### src/sv/esr_pkg.sv
// Shared constants, status codes and types for the event subscription router.
`timescale 1ns / 1ps
`default_nettype none
package esr_pkg;

    localparam int NUM_SLOTS     = 8;
    localparam int MAP_WORDS     = 8;
    localparam int BITS_PER_WORD = 32;
    localparam int BIT_W         = 5;
    localparam int SLOT_W        = (NUM_SLOTS > 1) ? $clog2(NUM_SLOTS) : 1;
    localparam int WORD_W        = (MAP_WORDS > 1) ? $clog2(MAP_WORDS) : 1;
    localparam int DEPTH         = NUM_SLOTS * MAP_WORDS;
    localparam int ADDR_W        = (DEPTH > 1) ? $clog2(DEPTH) : 1;
    localparam int NUM_LIMIT     = MAP_WORDS * BITS_PER_WORD;

    localparam logic [1:0] OP_SUBSCRIBE = 2'd0;
    localparam logic [1:0] OP_PUBLISH   = 2'd1;
    localparam logic [1:0] OP_COUNT     = 2'd2;
    localparam logic [1:0] OP_NONE      = 2'd3;

    localparam logic [2:0] ST_SUBSCRIBED = 3'd0;
    localparam logic [2:0] ST_DELIVERY   = 3'd1;
    localparam logic [2:0] ST_COUNT      = 3'd2;
    localparam logic [2:0] ST_BAD_EVENT  = 3'd3;
    localparam logic [2:0] ST_NULL_TASK  = 3'd4;
    localparam logic [2:0] ST_TABLE_FULL = 3'd5;

    typedef struct packed {
        logic [2:0]  status;
        logic [7:0]  dest_task;
        logic [15:0] event_out;
        logic [3:0]  subscriber_count;
        logic        last;
    } t_result;

    typedef struct packed {
        logic                     we;
        logic [ADDR_W-1:0]        waddr;
        logic [BITS_PER_WORD-1:0] wdata;
        logic [ADDR_W-1:0]        raddr;
    } t_mem_req;

endpackage
`default_nettype wire

### src/sv/esr_bitmap_mem.sv
// Subscription bitmap memory, one write and one registered read port.
`timescale 1ns / 1ps
`default_nettype none
module esr_bitmap_mem
    import esr_pkg::*;
(
    input  wire logic                     i_clk,
    input  wire t_mem_req                 i_req,
    output logic [BITS_PER_WORD-1:0]      o_rdata
);

    logic [BITS_PER_WORD-1:0] r_mem [DEPTH];
    logic [BITS_PER_WORD-1:0] r_rdata;

    always_ff @(posedge i_clk) begin
        if (i_req.we) begin
            r_mem[i_req.waddr] <= i_req.wdata;
        end
        r_rdata <= r_mem[i_req.raddr];
    end

    assign o_rdata = r_rdata;

endmodule
`default_nettype wire

### src/sv/esr_out_reg.sv
// Output register stage between the sequencer and the result channel.
`timescale 1ns / 1ps
`default_nettype none
module esr_out_reg
    import esr_pkg::*;
(
    input  wire logic    i_clk,
    input  wire logic    i_rst_n,
    input  wire logic    i_push_valid,
    input  wire t_result i_push_data,
    output logic         o_push_ready,
    output logic         o_valid,
    input  wire logic    i_ready,
    output t_result      o_result
);

    logic    r_valid;
    t_result r_data;

    assign o_push_ready = !r_valid || i_ready;

    always_ff @(posedge i_clk) begin
        if (!i_rst_n) begin
            r_valid <= 1'b0;
        end else if (o_push_ready) begin
            r_valid <= i_push_valid;
        end
    end

    always_ff @(posedge i_clk) begin
        if (o_push_ready && i_push_valid) begin
            r_data <= i_push_data;
        end
    end

    assign o_valid  = r_valid;
    assign o_result = r_data;

endmodule
`default_nettype wire

### src/sv/esr_ctrl.sv
// Sequencer: clearing pass, slot search, bitmap update, scan and delivery walk.
`timescale 1ns / 1ps
`default_nettype none
module esr_ctrl
    import esr_pkg::*;
(
    input  wire logic                     i_clk,
    input  wire logic                     i_rst_n,
    input  wire logic                     i_valid,
    output logic                          o_ready,
    input  wire logic [1:0]               i_operation,
    input  wire logic [7:0]               i_task_id,
    input  wire logic [15:0]              i_event_id,
    input  wire logic [15:0]              i_event_base,
    output t_mem_req                      o_mem_req,
    input  wire logic [BITS_PER_WORD-1:0] i_rdata,
    output logic                          o_push_valid,
    output t_result                       o_push_data,
    input  wire logic                     i_push_ready
);

    localparam logic [2:0] S_CLEAR = 3'd0;
    localparam logic [2:0] S_IDLE  = 3'd1;
    localparam logic [2:0] S_RESP  = 3'd2;
    localparam logic [2:0] S_FIND  = 3'd3;
    localparam logic [2:0] S_RMW   = 3'd4;
    localparam logic [2:0] S_SCAN  = 3'd5;
    localparam logic [2:0] S_DELIV = 3'd6;

    localparam logic [SLOT_W-1:0] LAST_SLOT = SLOT_W'(NUM_SLOTS - 1);
    localparam logic [ADDR_W-1:0] LAST_ADDR = ADDR_W'(DEPTH - 1);

    logic [2:0]           r_state, n_state;
    logic [ADDR_W-1:0]    r_clr, n_clr;
    logic [1:0]           r_op, n_op;
    logic [7:0]           r_task, n_task;
    logic [15:0]          r_ev, n_ev;
    logic [15:0]          r_num, n_num;
    logic [SLOT_W-1:0]    r_slot, n_slot;
    logic [SLOT_W-1:0]    r_chk_slot, n_chk_slot;
    logic                 r_chk_valid, n_chk_valid;
    logic                 r_issue, n_issue;
    logic [NUM_SLOTS-1:0] r_mask, n_mask;
    logic [3:0]           r_count, n_count;
    t_result              r_res, n_res;
    logic [7:0]           r_slot_task [NUM_SLOTS];

    logic [15:0]          w_num;
    logic [ADDR_W-1:0]    w_addr;
    logic [NUM_SLOTS-1:0] w_sel;
    logic [NUM_SLOTS-1:0] w_rest;
    logic                 w_hit;
    t_result              w_deliv;

    assign w_num  = i_event_id - i_event_base;
    assign w_addr = ADDR_W'(r_slot) * ADDR_W'(MAP_WORDS) + ADDR_W'(r_num[BIT_W +: WORD_W]);
    assign w_sel  = NUM_SLOTS'(1) << r_slot;
    assign w_rest = r_mask & ~w_sel;
    assign w_hit  = r_chk_valid && (r_slot_task[r_chk_slot] != 8'd0)
                    && i_rdata[r_num[BIT_W-1:0]];

    always_comb begin
        w_deliv.status           = ST_DELIVERY;
        w_deliv.dest_task        = r_slot_task[r_slot];
        w_deliv.event_out        = r_ev;
        w_deliv.subscriber_count = 4'd0;
        w_deliv.last             = (w_rest == '0);
    end

    always_comb begin
        n_state     = r_state;
        n_clr       = r_clr;
        n_op        = r_op;
        n_task      = r_task;
        n_ev        = r_ev;
        n_num       = r_num;
        n_slot      = r_slot;
        n_chk_slot  = r_chk_slot;
        n_chk_valid = r_chk_valid;
        n_issue     = r_issue;
        n_mask      = r_mask;
        n_count     = r_count;
        n_res       = r_res;
        o_ready     = 1'b0;
        o_push_valid = 1'b0;
        o_push_data = (r_state == S_DELIV) ? w_deliv : r_res;
        o_mem_req.we    = 1'b0;
        o_mem_req.waddr = w_addr;
        o_mem_req.wdata = i_rdata | (BITS_PER_WORD'(1) << r_num[BIT_W-1:0]);
        o_mem_req.raddr = w_addr;

        unique case (r_state)
            S_CLEAR: begin
                o_mem_req.we    = 1'b1;
                o_mem_req.waddr = r_clr;
                o_mem_req.wdata = '0;
                n_clr = r_clr + 1'b1;
                if (r_clr == LAST_ADDR) begin
                    n_state = S_IDLE;
                end
            end
            S_IDLE: begin
                o_ready = 1'b1;
                if (i_valid) begin
                    n_op        = i_operation;
                    n_task      = i_task_id;
                    n_ev        = i_event_id;
                    n_num       = w_num;
                    n_slot      = '0;
                    n_mask      = '0;
                    n_count     = 4'd0;
                    n_issue     = 1'b1;
                    n_chk_valid = 1'b0;
                    n_res.dest_task        = 8'd0;
                    n_res.event_out        = i_event_id;
                    n_res.subscriber_count = 4'd0;
                    n_res.last             = 1'b1;
                    n_res.status           = ST_BAD_EVENT;
                    if (i_operation == OP_NONE) begin
                        n_state = S_IDLE;
                    end else if (w_num >= 16'(NUM_LIMIT)) begin
                        n_state = S_RESP;
                    end else if (i_operation == OP_SUBSCRIBE) begin
                        if (i_task_id == 8'd0) begin
                            n_res.status = ST_NULL_TASK;
                            n_state      = S_RESP;
                        end else begin
                            n_state = S_FIND;
                        end
                    end else begin
                        n_state = S_SCAN;
                    end
                end
            end
            S_RESP: begin
                o_push_valid = 1'b1;
                if (i_push_ready) begin
                    n_state = S_IDLE;
                end
            end
            S_FIND: begin
                if (r_slot_task[r_slot] == r_task || r_slot_task[r_slot] == 8'd0) begin
                    n_state = S_RMW;
                end else if (r_slot == LAST_SLOT) begin
                    n_res.status = ST_TABLE_FULL;
                    n_state      = S_RESP;
                end else begin
                    n_slot = r_slot + 1'b1;
                end
            end
            S_RMW: begin
                o_mem_req.we = 1'b1;
                n_res.status = ST_SUBSCRIBED;
                n_state      = S_RESP;
            end
            S_SCAN: begin
                n_chk_valid = r_issue;
                n_chk_slot  = r_slot;
                if (r_issue) begin
                    if (r_slot == LAST_SLOT) begin
                        n_issue = 1'b0;
                    end else begin
                        n_slot = r_slot + 1'b1;
                    end
                end
                if (w_hit) begin
                    n_mask[r_chk_slot] = 1'b1;
                    if (r_count != 4'hF) begin
                        n_count = r_count + 1'b1;
                    end
                end
                if (r_chk_valid && r_chk_slot == LAST_SLOT) begin
                    n_slot = '0;
                    if (r_op == OP_COUNT) begin
                        n_res.status           = ST_COUNT;
                        n_res.subscriber_count = n_count;
                        n_state                = S_RESP;
                    end else if (n_mask == '0) begin
                        n_state = S_IDLE;
                    end else begin
                        n_state = S_DELIV;
                    end
                end
            end
            S_DELIV: begin
                if (r_mask[r_slot]) begin
                    o_push_valid = 1'b1;
                    if (i_push_ready) begin
                        n_mask = w_rest;
                        if (w_rest == '0) begin
                            n_state = S_IDLE;
                        end else begin
                            n_slot = r_slot + 1'b1;
                        end
                    end
                end else begin
                    n_slot = r_slot + 1'b1;
                end
            end
            default: begin
                n_state = S_IDLE;
            end
        endcase
    end

    always_ff @(posedge i_clk) begin
        if (!i_rst_n) begin
            r_state     <= S_CLEAR;
            r_clr       <= '0;
            r_slot      <= '0;
            r_chk_valid <= 1'b0;
            r_issue     <= 1'b0;
            r_mask      <= '0;
            r_count     <= 4'd0;
            for (int i = 0; i < NUM_SLOTS; i++) begin
                r_slot_task[i] <= 8'd0;
            end
        end else begin
            r_state     <= n_state;
            r_clr       <= n_clr;
            r_slot      <= n_slot;
            r_chk_valid <= n_chk_valid;
            r_issue     <= n_issue;
            r_mask      <= n_mask;
            r_count     <= n_count;
            if (r_state == S_RMW) begin
                r_slot_task[r_slot] <= r_task;
            end
        end
    end

    always_ff @(posedge i_clk) begin
        r_op       <= n_op;
        r_task     <= n_task;
        r_ev       <= n_ev;
        r_num      <= n_num;
        r_chk_slot <= n_chk_slot;
        r_res      <= n_res;
    end

    a_push_state: assert property (@(posedge i_clk) disable iff (!i_rst_n)
        o_push_valid |-> (r_state == S_RESP || r_state == S_DELIV))
        else $error("result pushed outside a response state");

    a_write_state: assert property (@(posedge i_clk) disable iff (!i_rst_n)
        o_mem_req.we |-> (r_state == S_CLEAR || r_state == S_RMW))
        else $error("bitmap written outside clear or update");

    a_deliv_mask: assert property (@(posedge i_clk) disable iff (!i_rst_n)
        (r_state == S_DELIV) |-> (r_mask != '0))
        else $error("delivery walk with no pending subscribers");

    a_rmw_slot: assert property (@(posedge i_clk) disable iff (!i_rst_n)
        (r_state == S_RMW) |->
            (r_slot_task[r_slot] == r_task || r_slot_task[r_slot] == 8'd0))
        else $error("bitmap update on a slot owned by another task");

    a_ready_idle: assert property (@(posedge i_clk) disable iff (!i_rst_n)
        (o_ready && i_valid) |=> (r_state != S_CLEAR && !$stable(r_ev) || r_ev == $past(i_event_id)))
        else $error("request not captured");

endmodule
`default_nettype wire

### src/sv/event_subscription_router.sv
// Top level of the event subscription router.
`timescale 1ns / 1ps
`default_nettype none
// Publish/subscribe table of NUM_SLOTS task slots, each with a bitmap of
// MAP_WORDS*32 internal event numbers (external id minus event_base, mod
// 65536). One request is worked at a time by a sequencer around a single
// bitmap memory, one slot per cycle while no delivery waits on the result
// channel. After reset the block zeroes every bitmap word before it takes a
// request; configuration writes are taken at any time. Rejected requests
// (bad event, null task) give only a response. Subscribe searches the slots
// for one owned by the task or free and sets its bit, or reports a full
// table. Count scans every slot; publish scans every slot and then walks
// the slots up to the last subscriber, each delivery waiting on the result
// channel as needed. A publish with no subscribers gives no result.
module event_subscription_router
    import esr_pkg::*;
(
    input  wire logic        i_clk,
    input  wire logic        i_rst_n,
    input  wire logic        i_cfg_valid,
    output logic             o_cfg_ready,
    input  wire logic [15:0] i_cfg_data,
    input  wire logic        i_valid,
    output logic             o_ready,
    input  wire logic [1:0]  i_operation,
    input  wire logic [7:0]  i_task_id,
    input  wire logic [15:0] i_event_id,
    output logic             o_valid,
    input  wire logic        i_ready,
    output logic [2:0]       o_status,
    output logic [7:0]       o_dest_task,
    output logic [15:0]      o_event_out,
    output logic [3:0]       o_subscriber_count,
    output logic             o_last
);

    logic [15:0]              r_event_base;
    t_mem_req                 w_mem_req;
    logic [BITS_PER_WORD-1:0] w_rdata;
    logic                     w_push_valid;
    logic                     w_push_ready;
    t_result                  w_push_data;
    t_result                  w_result;

    assign o_cfg_ready = 1'b1;

    always_ff @(posedge i_clk) begin
        if (!i_rst_n) begin
            r_event_base <= 16'd0;
        end else if (i_cfg_valid) begin
            r_event_base <= i_cfg_data;
        end
    end

    esr_ctrl u_ctrl (
        .i_clk        (i_clk),
        .i_rst_n      (i_rst_n),
        .i_valid      (i_valid),
        .o_ready      (o_ready),
        .i_operation  (i_operation),
        .i_task_id    (i_task_id),
        .i_event_id   (i_event_id),
        .i_event_base (r_event_base),
        .o_mem_req    (w_mem_req),
        .i_rdata      (w_rdata),
        .o_push_valid (w_push_valid),
        .o_push_data  (w_push_data),
        .i_push_ready (w_push_ready)
    );

    esr_bitmap_mem u_mem (
        .i_clk   (i_clk),
        .i_req   (w_mem_req),
        .o_rdata (w_rdata)
    );

    esr_out_reg u_out (
        .i_clk        (i_clk),
        .i_rst_n      (i_rst_n),
        .i_push_valid (w_push_valid),
        .i_push_data  (w_push_data),
        .o_push_ready (w_push_ready),
        .o_valid      (o_valid),
        .i_ready      (i_ready),
        .o_result     (w_result)
    );

    assign o_status           = w_result.status;
    assign o_dest_task        = w_result.dest_task;
    assign o_event_out        = w_result.event_out;
    assign o_subscriber_count = w_result.subscriber_count;
    assign o_last             = w_result.last;

endmodule
`default_nettype wire
### config.mk
export PLATFORM = sky130hd
export DESIGN_NAME = event_subscription_router
export DESIGN_NICKNAME = d
export VERILOG_FILES = /design/src/sv/esr_pkg.sv /design/src/sv/esr_bitmap_mem.sv /design/src/sv/esr_out_reg.sv /design/src/sv/esr_ctrl.sv /design/src/sv/event_subscription_router.sv
export SDC_FILE = /design/constraint.sdc
export NUM_CORES = 2
export LEC_CHECK = 0
export BUFFER_PORTS_ARGS = -buffer_cell sky130_fd_sc_hd__buf_2
export CAP_MARGIN = 15
export CORE_AREA = 2 2 388 390
export DETAILED_ROUTE_END_ITERATION = 8
export DIE_AREA = 0 0 390 392
export HOLD_SLACK_MARGIN = 0.08
export PLACE_DENSITY = 0.78
export SYNTH_ARGS = -nofsm -noshare
export SYNTH_HDL_FRONTEND = slang
export SYNTH_SLANG_ARGS = --single-unit
export TNS_END_PERCENT = 5
### constraint.sdc
create_clock -name i_clk -period 4.4 [get_ports i_clk]
set_clock_uncertainty 0.1 [all_clocks]
set_input_delay 0.22 -clock i_clk [delete_from_list [all_inputs] [get_ports i_clk]]
set_output_delay 0.22 -clock i_clk [all_outputs]
set_load 0.05 [all_outputs]
==> summary.json <==
{
  "final_core_utilization": {"value": 68.0, "unit": "%"},
  "cellLeakagePower": {"value": 32.9, "unit": "nW"},
  "placementRows": {"value": 142},
  "post_synth_main_area_contributors": {"value": "edfxtp_1 (74%), mux4_2 (15%), mux2i_1 (2.4%), dfxtp_1 (1.8%), nor2_1 (0.80%)"},
  "worst_path_largest_cell_delay": {"value": 0.88, "unit": "ns"},
  "vdd.ir_drop.worst": {"value": 0.561, "unit": "mV"},
  "post-synth-top-count-cell": {"value": "edfxtp_1"},
  "hold_violations": {"value": 0},
  "fraction_of_synthesis_flops_using_an_asynchronous_set_or_reset_pin": {"value": 0, "unit": "%"},
  "path_clk_slew": {"value": 0.06, "unit": "ns"},
  "route.detailed.vias_per_inst": {"value": 6.95},
  "final.min_clock_period": {"value": 3.87, "unit": "ns"},
  "fp.dieH": {"value": 392, "unit": "um"},
  "clockBufferDepth": {"value": 3},
  "slew_headroom": {"value": 22.8, "unit": "%"},
  "grt_util_all_layers": {"value": 31.7, "unit": "%"},
  "cp_data_arrival_time": {"value": 4.45, "unit": "ns"},
  "hold_path_startpoint": {"value": "i_ready"},
  "initial_core_utilization": {"value": 59.5, "unit": "%"},
  "drt.antenna.violating_nets": {"value": 0},
  "crit_path_start": {"value": "u_ctrl.r_num[5]"},
  "ys_ff_latch": {"value": 2269},
  "htree_levels": {"value": 4},
  "crit_chain": {"value": "buf_12, buf_12, mux4_2, mux4_2, a21oi_1, o21ai_1"},
  "cts_tree": {"value": "yes"},
  "drt-total-wl": {"value": 239, "unit": "mm"},
  "worst-endpoint-required": {"value": 4.98, "unit": "ns"},
  "place_area": {"value": 93400, "unit": "um^2"},
  "slew_viol_final": {"value": 0},
  "cp_max_fo": {"value": 35},
  "final_area": {"value": 101000, "unit": "um^2"},
  "unrepaired_setup_endpoints_after_global_routing": {"value": "false"},
  "psw": {"value": 16.8, "unit": "mW"},
  "firstDrtPassIters": {"value": 6},
  "largest_net_degree_at_the_start_of_global_routing": {"value": 94},
  "run_status": {"value": "completed"},
  "switching_share": {"value": 28.8, "unit": "%"},
  "cp-end-kind": {"value": "flip-flop"},
  "classification_of_the_worst_setup_path": {"value": "flip-flop to flip-flop"},
  "ios": {"value": 82},
  "synthTopCellsByCount": {"value": "edfxtp_1 (2188), mux4_2 (580), mux2i_1 (214)"},
  "synthToLayoutAreaGrowth": {"value": 14.4, "unit": "%"},
  "internal_power": {"value": 41.5, "unit": "mW"},
  "core_area": {"value": 149000, "unit": "um^2"},
  "width_of_the_die": {"value": 390, "unit": "um"},
  "clock-root-buffer": {"value": "clkbuf_16"},
  "hpwl": {"value": 133, "unit": "mm"},
  "post_synth_design_cell_area": {"value": 88500, "unit": "um^2"},
  "avgSynthCellArea": {"value": 21.1, "unit": "um^2"},
  "sink_count_of_the_clock_tree": {"value": 2269},
  "clockPowerShare": {"value": 31.3, "unit": "%"},
  "grt_remaining_overflow": {"value": 0},
  "via_count": {"value": 46600},
  "critical-path-slowest-cell": {"value": "edfxtp_1"},
  "antenna_cells": {"value": 0},
  "yosysWarnings": {"value": 0},
  "synth_largest_area_cell": {"value": "edfxtp_1"},
  "wl_per_cell": {"value": 35.7, "unit": "um"},
  "timing.fmax": {"value": 0.258, "unit": "GHz"},
  "seq_power_share": {"value": 48.8, "unit": "%"},
  "worst_pin_slew": {"value": 1.16, "unit": "ns"},
  "grt_pass1_vias": {"value": 46400},
  "synth_cell_type_count": {"value": 76},
  "setup_total_negative_slack": {"value": 0, "unit": "ns"},
  "final_net_count": {"value": 4656},
  "power.density_cell_area": {"value": 577, "unit": "nW/um^2"},
  "synth_flop_type": {"value": "edfxtp_1"},
  "dieArea": {"value": 153000, "unit": "um^2"},
  "synth_fp_nets": {"value": 4259},
  "worst_skew_pair.late_latency": {"value": 0.86, "unit": "ns"},
  "worst_hold_path_type": {"value": "primary input to flip-flop"},
  "initialDrtViolationCount": {"value": 7151},
  "cts-buffers-inserted": {"value": 209},
  "p_total": {"value": 58.4, "unit": "mW"},
  "drv_cap": {"value": 0},
  "final_min_period_over_clock_period": {"value": 87.9, "unit": "%"},
  "syn_inst": {"value": 4187},
  "antenna_found_initial": {"value": 4},
  "setup_viol": {"value": 0},
  "worst_r2r_startpoint": {"value": "u_ctrl.r_num[5]"},
  "finalWeightedCongestion": {"value": 1.03},
  "port_buffers": {"value": 80},
  "synth-edff-count": {"value": 2188},
  "synth_top_area_share": {"value": 74.2, "unit": "%"},
  "worst_setup_path_start_kind": {"value": "flip-flop"},
  "combinationalPowerShare": {"value": 19.9, "unit": "%"},
  "global_route_wire_length_before_repair": {"value": 339, "unit": "mm"},
  "remaining_drc_errors": {"value": 0},
  "synth_sequential_area_ratio": {"value": 76.0, "unit": "%"},
  "final_layout_size_suffix_gt1_share": {"value": 27.3, "unit": "%"}
}
-- worst max-delay path, delay by kind of cell (launching register included) --
kind | cells | cell delay, ns
AOI/OAI and AO/OA | 2 | 0.80
buffers and inverters | 2 | 0.69
DFF | 1 | 0.88
muxes | 2 | 1.13
-- layout by cell type (no fill, tap or decap), types with 12 or more instances in the layout --
master	Yosys	final
ha_1	24	24
nor2_1	188	92
clkbuf_1	108	45
nand2_1	100	100
edfxtp_1	2188	2188
clkinv_1	1	40
o21ai_1	19	19
bufinv_16	0	24
inv_1	30	30
clkbuf_16	0	213
mux2i_1	214	214
nand3_1	46	46
nor2b_1	12	12
buf_12	0	45
dlygate4sd3_1	0	102
buf_2	55	81
xnor2_1	14	14
a21oi_1	80	80
and2_1	76	76
nor2_4	0	96
clkinv_2	0	38
mux4_2	580	580
o21ai_0	45	45
buf_4	3	168
nor3_1	33	32
nor4_1	22	22
dfxtp_1	81	80
o22ai_1	79	79
-- stage by stage --
stage	instances	setup slack (ns)	hold WS, ns
finish	6704	0.530	0.197
global route	6704	0.455	0.222
detailed placement	6213	0.654	0.305
floorplan	4187	0.428	0.219
global placement	6213	0.711	0.301
CTS	6702	0.558	0.150
-- worst paths after layout --
path | end | cells after the start | slack, ns
setup reg to reg | u_mem.o_rdata[29] | 6 | 0.53
hold reg to reg | u_out.o_result[10] | 0 | 0.32
hold / removal | u_out.o_valid | 5 | 0.20
setup / recovery | u_mem.o_rdata[29] | 6 | 0.53
-- sequential cells by signal, indices dropped and copies added (netlist names), 6 cells and up, named ones only --
signal / flops
u_out.o_result: 32
u_ctrl.r_num: 8
r_event_base: 16
u_ctrl.r_res: 23
u_mem.r_mem: 2048
u_ctrl.r_task: 8
u_ctrl.r_mask: 8
u_mem.o_rdata: 32
u_ctrl.r_clr: 6
u_ctrl.r_slot_task: 64
-- final cells by class --
type / instances / area, um^2
sequential: 2269 / 67300
inverter: 35 / 131
clock buffer: 261 / 5540
clock inverter: 126 / 1320
multi-input combinational: 1672 / 20900
timing repair buffer: 397 / 3600
tap: 1944 / 2430
fill: 8672 / 47600
-- kinds of logic (layout without fill, tap and decap cells) --
kind of cell               Yosys count  in the layout  synth area share [%]
AOI/OAI and AO/OA                  284            284                  1.94
DFF                               2269           2269                  76.0
xor gates and xnor gates            21             21                 0.208
buffers and inverters              246            819                  1.15
adders and majority gates           26             26                 0.373
muxes                              798            798                  17.3
and+or+nand+nor                    542            542                  3.02
other                                1              1               0.00424
-- layer usage --
metal | track usage, % | vias to the layer above | wire length (um)
li1 | - | 18200 | -
met1 | 40.8 | 24100 | 81600
met2 | 50.8 | 3595 | 117000
met3 | 8.22 | 619 | 27900
met4 | 15.9 | 2 | 13100
met5 | 0.0319 | - | 13
-- timing repair --
item | in CTS | in global routing
hold buffers | 102 | 0
endpoints found under the hold margin | 99 | 0
gates resized for setup | 0 | 0
buffers inserted | 0 | 0
-- power groups by stage --
stage	clock, mW	combinational [mW]	sequential, mW
2_1_floorplan	0	5.60	29.0
3_3_place_gp	0	10.8	28.8
3_5_place_dp	0	11.1	28.9
4_1_cts	18.4	11.4	28.5
5_1_grt	19.2	12.0	28.5
6_report	18.3	11.6	28.5
Power figures use the tool's default switching activity.
